==> src/design/fsp_pkg.sv <==
// Package for the fair share priority block: widths, register indexes,
// reset values and the sequencer state type. No dependencies.
`timescale 1ns / 1ps
package fsp_pkg;
	localparam int unsigned NumSlotsDefault = 64;
	localparam logic [1:0] REG_CYCLES_PER_MS = 2'd0;
	localparam logic [1:0] REG_DECAY_WINDOW  = 2'd1;
	localparam logic [1:0] REG_PRIORITY_BASE = 2'd2;
	localparam logic [31:0] CPM_RESET    = 32'd0;
	localparam logic [15:0] WINDOW_RESET = 16'd500;
	localparam logic [10:0] BASE_RESET   = 11'd100;
	localparam logic [63:0] MIN_INTERVAL = 64'd10;
	localparam logic [63:0] PERMILLE     = 64'd1000;
	localparam logic [17:0] PRIO_MAX     = 18'h3FFFF;

	typedef enum logic [13:0] {
		ST_IDLE  = 14'b00000000000001,
		ST_READ  = 14'b00000000000010,
		ST_CHECK = 14'b00000000000100,
		ST_MUL1  = 14'b00000000001000,
		ST_DIV1  = 14'b00000000010000,
		ST_MIX   = 14'b00000000100000,
		ST_DIV2  = 14'b00000001000000,
		ST_WRITE = 14'b00000010000000,
		ST_PRIO  = 14'b00000100000000,
		ST_DIV3  = 14'b00001000000000,
		ST_DIV4  = 14'b00010000000000,
		ST_OUT   = 14'b00100000000000,
		ST_MULLO = 14'b01000000000000,
		ST_MULHI = 14'b10000000000000
	} state_t;

	typedef struct packed {
		logic        start;
		logic [63:0] dividend;
		logic [63:0] divisor;
	} div_req_t;
endpackage

==> src/design/fsp_div.sv <==
// Iterative 64-bit unsigned divider, one quotient bit per cycle.
// Depends on fsp_pkg. A zero divisor yields a quotient of zero.
`timescale 1ns / 1ps
module fsp_div
	import fsp_pkg::*;
(
	input  logic        clk,
	input  logic        arst_n,
	input  div_req_t    req,
	output logic        done,
	output logic [63:0] quotient
);
	logic [63:0] rem_q, quo_q, dvs_q;
	logic [6:0]  cnt_q;
	logic        busy_q, zero_q;
	logic [64:0] trial;

	assign trial = {rem_q, quo_q[63]} - {1'b0, dvs_q};
	assign quotient = zero_q ? 64'd0 : quo_q;

	always_ff @(posedge clk or negedge arst_n) begin
		if (!arst_n) begin
			busy_q <= 1'b0;
			done   <= 1'b0;
			cnt_q  <= 7'd0;
		end else begin
			done <= 1'b0;
			if (req.start) begin
				busy_q <= 1'b1;
				cnt_q  <= 7'd64;
			end else if (busy_q) begin
				cnt_q <= cnt_q - 7'd1;
				if (cnt_q == 7'd1) begin
					busy_q <= 1'b0;
					done   <= 1'b1;
				end
			end
		end
	end

	always_ff @(posedge clk) begin
		if (req.start) begin
			rem_q  <= 64'd0;
			quo_q  <= req.dividend;
			dvs_q  <= req.divisor;
			zero_q <= (req.divisor == 64'd0);
		end else if (busy_q) begin
			if (!trial[64]) begin
				rem_q <= trial[63:0];
				quo_q <= {quo_q[62:0], 1'b1};
			end else begin
				rem_q <= {rem_q[62:0], quo_q[63]};
				quo_q <= {quo_q[62:0], 1'b0};
			end
		end
	end
endmodule

==> config.mk <==
export PLATFORM = sky130hd
export DESIGN_NAME = fsp_div
export DESIGN_NICKNAME = d
export VERILOG_FILES = /design/src/design/fsp_pkg.sv /design/src/design/fsp_div.sv
export SDC_FILE = /design/constraint.sdc
export NUM_CORES = 1
export LEC_CHECK = 0
export BUFFER_PORTS_ARGS = -buffer_cell sky130_fd_sc_hd__buf_2
export CELL_PAD_IN_SITES_DETAIL_PLACEMENT = 1
export CELL_PAD_IN_SITES_GLOBAL_PLACEMENT = 1
export CORE_MARGIN = 1
export CORE_UTILIZATION = 48
export DETAILED_ROUTE_END_ITERATION = 16
export PLACE_DENSITY_LB_ADDON = 0.1
export SYNTH_ARGS = -nofsm -noshare
export SYNTH_HDL_FRONTEND = slang
export SYNTH_SLANG_ARGS = --single-unit
==> constraint.sdc <==
create_clock -name clk -period 6.35 [get_ports clk]
set_clock_uncertainty 0.1 [all_clocks]
set_input_delay 1.27 -clock clk [delete_from_list [all_inputs] [get_ports clk]]
set_output_delay 1.27 -clock clk [all_outputs]
set_load 0.02 [all_outputs]
# Word level (Yosys, flattened, before mapping)
# Cells that the tools add are included.
word_totals:
  ff_bits: 202
  input_bits: 131
  out_inout_bits: 65
  wordCells: 25
classes:
  addsub: 2
  n_eq_ne: 1
  muxes: 13
  reduce_logical: 2
ops:
  columns: ["cell", "count"]
  rows:
  - ["64-bit 2-to-1 mux", 4]
  - ["65-bit by 64-bit subtractor with 65-bit output", 1]
  - ["64-bit logical NOT", 1]
  - ["7-bit 2-to-1 mux", 2]
  - ["7-bit by 1-bit equality test with 1-bit output (second input constant)", 1]
  - ["1-bit 2-to-1 mux", 7]
  - ["7-bit by 1-bit subtractor with 7-bit output (second input constant)", 1]
  - ["2-bit nonzero test", 1]

# Logic depth before layout (Yosys ltp)
depth:
  word_depth: 4
  depth_mapped: 14
  ltp_nobuf: 13

# Least setup slack after synthesis
# OpenSTA, ideal clock, no wires.
synth_path:
  path_kind: "input-to-reg"
  startpoint: "input port req[128] in the netlist's numbering"
  endpoint: "register quo_q[0], enable pin"
  setup_time_ns: 0.424
  arrival_ns: 3.029
  t_required_ns: 5.826
  path_slack_ns: 2.797
  stages: 3
  path_cell_list: "clkbuf_1 > inv_1 > nand2_1"
synth_via:
  elab_chain_cells: 1
synth_lines:
  columns: ["element", "line_no", "text"]
  rows:
  - ["start: declaration", "fsp_div.sv:9", "input div_req_t req,"]
  - ["2-bit nonzero test (no line)", null, null]
  - ["end signal: assignment", "fsp_div.sv:44", "quo_q <= req.dividend;"]
  - ["end signal: assignment", "fsp_div.sv:50", "quo_q <= {quo_q[62:0], 1'b1};"]
  - ["end signal: assignment", "fsp_div.sv:53", "quo_q <= {quo_q[62:0], 1'b0};"]
  - ["end: declaration", "fsp_div.sv:13", "logic [63:0] rem_q, quo_q, dvs_q;"]
# Every way passes these cells.
# A chain may end at the register's enable or synchronous reset.

# Worst setup path after layout
layout_path:
  startpoint: "register quo_q[63]"
  endpoint: "register rem_q[54]"
layout_via:
  elab_chain_cells: 2
layout_lines:
  columns: ["element", "line_no", "text"]
  rows:
  - ["65-bit by 64-bit subtractor with 65-bit output", "fsp_div.sv:18", "assign trial = {rem_q, quo_q[63]} - {1'b0, dvs_q};"]
  - ["64-bit 2-to-1 mux", "fsp_div.sv:48", "if (!trial[64]) begin"]
  - ["end signal: assignment", "fsp_div.sv:49", "rem_q <= trial[63:0];"]
  - ["end signal: assignment", "fsp_div.sv:52", "rem_q <= {rem_q[62:0], quo_q[63]};"]
  - ["end: declaration", "fsp_div.sv:13", null]
# Every way passes these cells.

==> impl_metrics.json <==
{
  "status": "finished clean",
  "worstHoldPathCells": 2,
  "viasPerCell": 5.78,
  "cts_sinks": 202,
  "yosysSeqAreaShare": 0.430,
  "multi_input_area_mm2": 0.00648,
  "hold_buffers": 0,
  "core_area_mm2": 0.0254,
  "netlist_area_mm2": 0.0125,
  "area_delta_synth_final_pct": 15.9,
  "cts_tree": "done",
  "final_hold_viol_count": 0,
  "syn-num-nets": 1498,
  "drv_slew": 0,
  "critPathLaunchType": "flip-flop",
  "grt_max_degree": 90,
  "grt_pass1_vias": 10900,
  "n_antenna_cell": 0,
  "hp-class": "flip-flop to flip-flop",
  "ys_ff_latch": 202,
  "postRouteAntennaNets": 0,
  "final.setup.tns_ns": 0,
  "ios": 196,
  "antenna_found_initial": 0,
  "synth.distinct_cells": 65,
  "start_util": 0.492,
  "r2r_setup_slack_ns": 2.19,
  "grt_pass1_wl_um": 58800,
  "port_buffers": 195,
  "drive_above_1_share": 0.210,
  "reg2reg_to": "rem_q[54]$_SDFFE_PP0P_",
  "crit_type": "flip-flop to flip-flop",
  "dpl.hpwl_um": 27400,
  "wirelength_um": 37200,
  "ys_warn_count": 0,
  "min_period_ns": 4.16,
  "timing.fmax_mhz": 241,
  "stdcell_count": 1814,
  "drtIter0Drc": 569,
  "ctsResizeCount": 0,
  "irDropWorstVdd_mv": 0.227,
  "routedWlPerCell_um": 20.5,
  "place_inst": 1768,
  "fp.dieW_um": 163,
  "cts_setup_buffers": 0,
  "fin_crit_sh": 0.654,
  "die_area_mm2": 0.0267,
  "p_per_area_mw_per_mm2": 271,
  "num_vias": 10500,
  "reg2regPathDepth": 13,
  "critPathMaxFanout": 29,
  "grt_use_total": 0.280,
  "tightestPinTransition_ns": 1.09,
  "die_h_um": 163,
  "rsz0062_at_grt": "false",
  "synth_flop_cell": "edfxtp_1",
  "maxCapViolations": 0,
  "clock_latency_ns": 0.54,
  "cts-htree-levels": 1,
  "p_leak_nw": 6.15,
  "synthArstFlopShare": 0.0446,
  "required_ns": 6.70,
  "rows": 58,
  "critPathArrivalTime_ns": 4.50,
  "setup_viol": 0,
  "gp_congestion": 0.902,
  "end_kind": "flip-flop",
  "syn_avg_cell_area_um2": 9.62,
  "clk_pin_slew_ns": 0.06,
  "root_buffer": "clkbuf_16",
  "fillers": 2902,
  "seqCellArea_mm2": 0.00538,
  "cts_buffers": 25,
  "synth_edf_count": 129,
  "timing.rr.start": "quo_q[63]$_DFFE_PP_",
  "whs_endpoint": "rem_q[21]$_SDFFE_PP0P_",
  "grt_overflow_total": 0,
  "clk_path_buf_depth": 3,
  "slew_headroom": 0.274,
  "finalNetCount": 1663,
  "postSynthCellCount": 1300,
  "post-route-drc-count": 0,
  "worstHoldStart": "rem_q[21]$_SDFFE_PP0P_",
  "drt_first_pass_iters": 5
}
==> where the power goes <==
part	total, mW	internal, mW	leakage, nW	switching (mW)
Clock	1.44	0.852	0.388	0.587
Sequential	1.65	1.55	1.94	0.0940
Combinational	0.846	0.345	3.82	0.501
Total	3.93	2.75	6.15	1.18
==> cells in the final DEF (no fill, tap or decap), types with 12 or more instances in the layout <==
| cell | instances |
|---|---|
| inv_1 | 93 |
| a31oi_1 | 14 |
| nand2_1 | 81 |
| clkbuf_16 | 25 |
| mux2_2 | 63 |
| nor2b_1 | 67 |
| o21bai_1 | 19 |
| nand3_1 | 17 |
| xor2_1 | 21 |
| edfxtp_1 | 129 |
| o211ai_1 | 14 |
| nor4_1 | 22 |
| xnor2_1 | 37 |
| nor3_1 | 15 |
| dfxtp_1 | 64 |
| a21o_1 | 26 |
| mux2i_1 | 37 |
| a21oi_1 | 111 |
| and3_1 | 12 |
| o21ai_0 | 40 |
| buf_2 | 194 |
| nor2_1 | 112 |
| ha_1 | 66 |
| nand4_1 | 28 |
| clkbuf_1 | 12 |
| a211oi_1 | 52 |
==> state kept, by name, indices dropped and copies added, names as in the netlist <==
signal,cells
dvs_q,64
rem_q,64
cnt_q,7
done,1
zero_q,1
quo_q,64
busy_q,1
==> layout make-up <==
cell class,instances,share of cell area
Timing Repair Buffer,204,0.0725
Clock buffer,40,0.0491
Inverter,93,0.0241
Tap cell,330,0.0285
Sequential cell,202,0.372
Multi-Input combinational cell,939,0.447
Clock inverter,6,0.00691
==> metrics by stage <==
step / hold slack, ns / setup WS [ns] / util / total power [mW] / instance area [um^2]
final: 0.394 / 2.19 / 0.570 / 3.93 / 14500
after global placement: 0.374 / 2.44 / 0.538 / 2.48 / 13700
after CTS: 0.395 / 2.17 / 0.570 / 3.96 / 14500
after global routing: 0.418 / 1.87 / 0.570 / 4.10 / 14500
after detailed placement: 0.385 / 2.19 / 0.538 / 2.51 / 13700
after floorplan: 0.358 / 2.80 / - / 2.24 / 12500
==> worst max-delay path, stage by stage (launching register included) <==
cell and delay (ns):
edfxtp_1 0.35, inv_1 0.06, ha_1 0.23, fa_1 0.40, nand2b_1 0.18, a21oi_1 0.23
o211ai_1 0.27, a2111oi_4 0.42, o211ai_1 0.22, and2_4 0.26, a211o_1 0.43, buf_4 0.32
or3_1 0.38, a311oi_1 0.20
==> synthesized netlist by cell type (9+ instances only) <==
cell | instances | area (um^2)
a31oi_1 | 14 | 87.6
buf_2 | 10 | 50.1
nor4_1 | 22 | 138
a211oi_1 | 52 | 390
a21oi_1 | 111 | 556
o21bai_1 | 19 | 143
xor2_1 | 21 | 184
edfxtp_1 | 129 | 3870
nand3_1 | 17 | 85.1
nor2_1 | 112 | 420
nor3_1 | 15 | 75.1
nand2_1 | 82 | 308
nor2b_1 | 67 | 419
clkbuf_1 | 51 | 191
dfxtp_1 | 64 | 1280
o21a_1 | 10 | 75.1
and3_1 | 12 | 75.1
xnor2_1 | 37 | 324
dfrtp_1 | 9 | 225
ha_1 | 66 | 826
a21o_1 | 26 | 195
nand4_1 | 28 | 175
o21ai_0 | 40 | 200
inv_1 | 93 | 349
mux2_2 | 63 | 709
o211ai_1 | 14 | 105
mux2i_1 | 37 | 370
==> worst max path at each step <==
stage	start	slack [ns]	to	cells past startpoint
finish	quo_q[63]$_DFFE_PP_	2.19	rem_q[54]$_SDFFE_PP0P_	13
global route	quo_q[63]$_DFFE_PP_	1.87	rem_q[2]$_SDFFE_PP0P_	14
CTS	quo_q[63]$_DFFE_PP_	2.17	rem_q[54]$_SDFFE_PP0P_	13
detailed placement	quo_q[63]$_DFFE_PP_	2.19	rem_q[54]$_SDFFE_PP0P_	13
global placement	req[128]	2.44	quo_q[55]$_DFFE_PP_	4
floorplan	req[128]	2.80	quo_q[0]$_DFFE_PP_	3
==> cells by family after synthesis <==
logic type / after synthesis / synth area share
simple gates: 385 / 0.153
buf+inv: 159 / 0.0514
flops: 202 / 0.430
compound gates: 329 / 0.171
xor+xnor: 58 / 0.0406
fa+ha+maj: 67 / 0.0677
mux: 100 / 0.0864
==> routing by layer <==
layer	vias up	wire, um	track usage
li1	5061	-	-
met1	5055	16400	0.359
met2	301	17500	0.470
met3	61	2350	0.0620
met4	0	968	0.0794
met5	-	0	0
No activity file was read; power rests on OpenSTA's default activity.
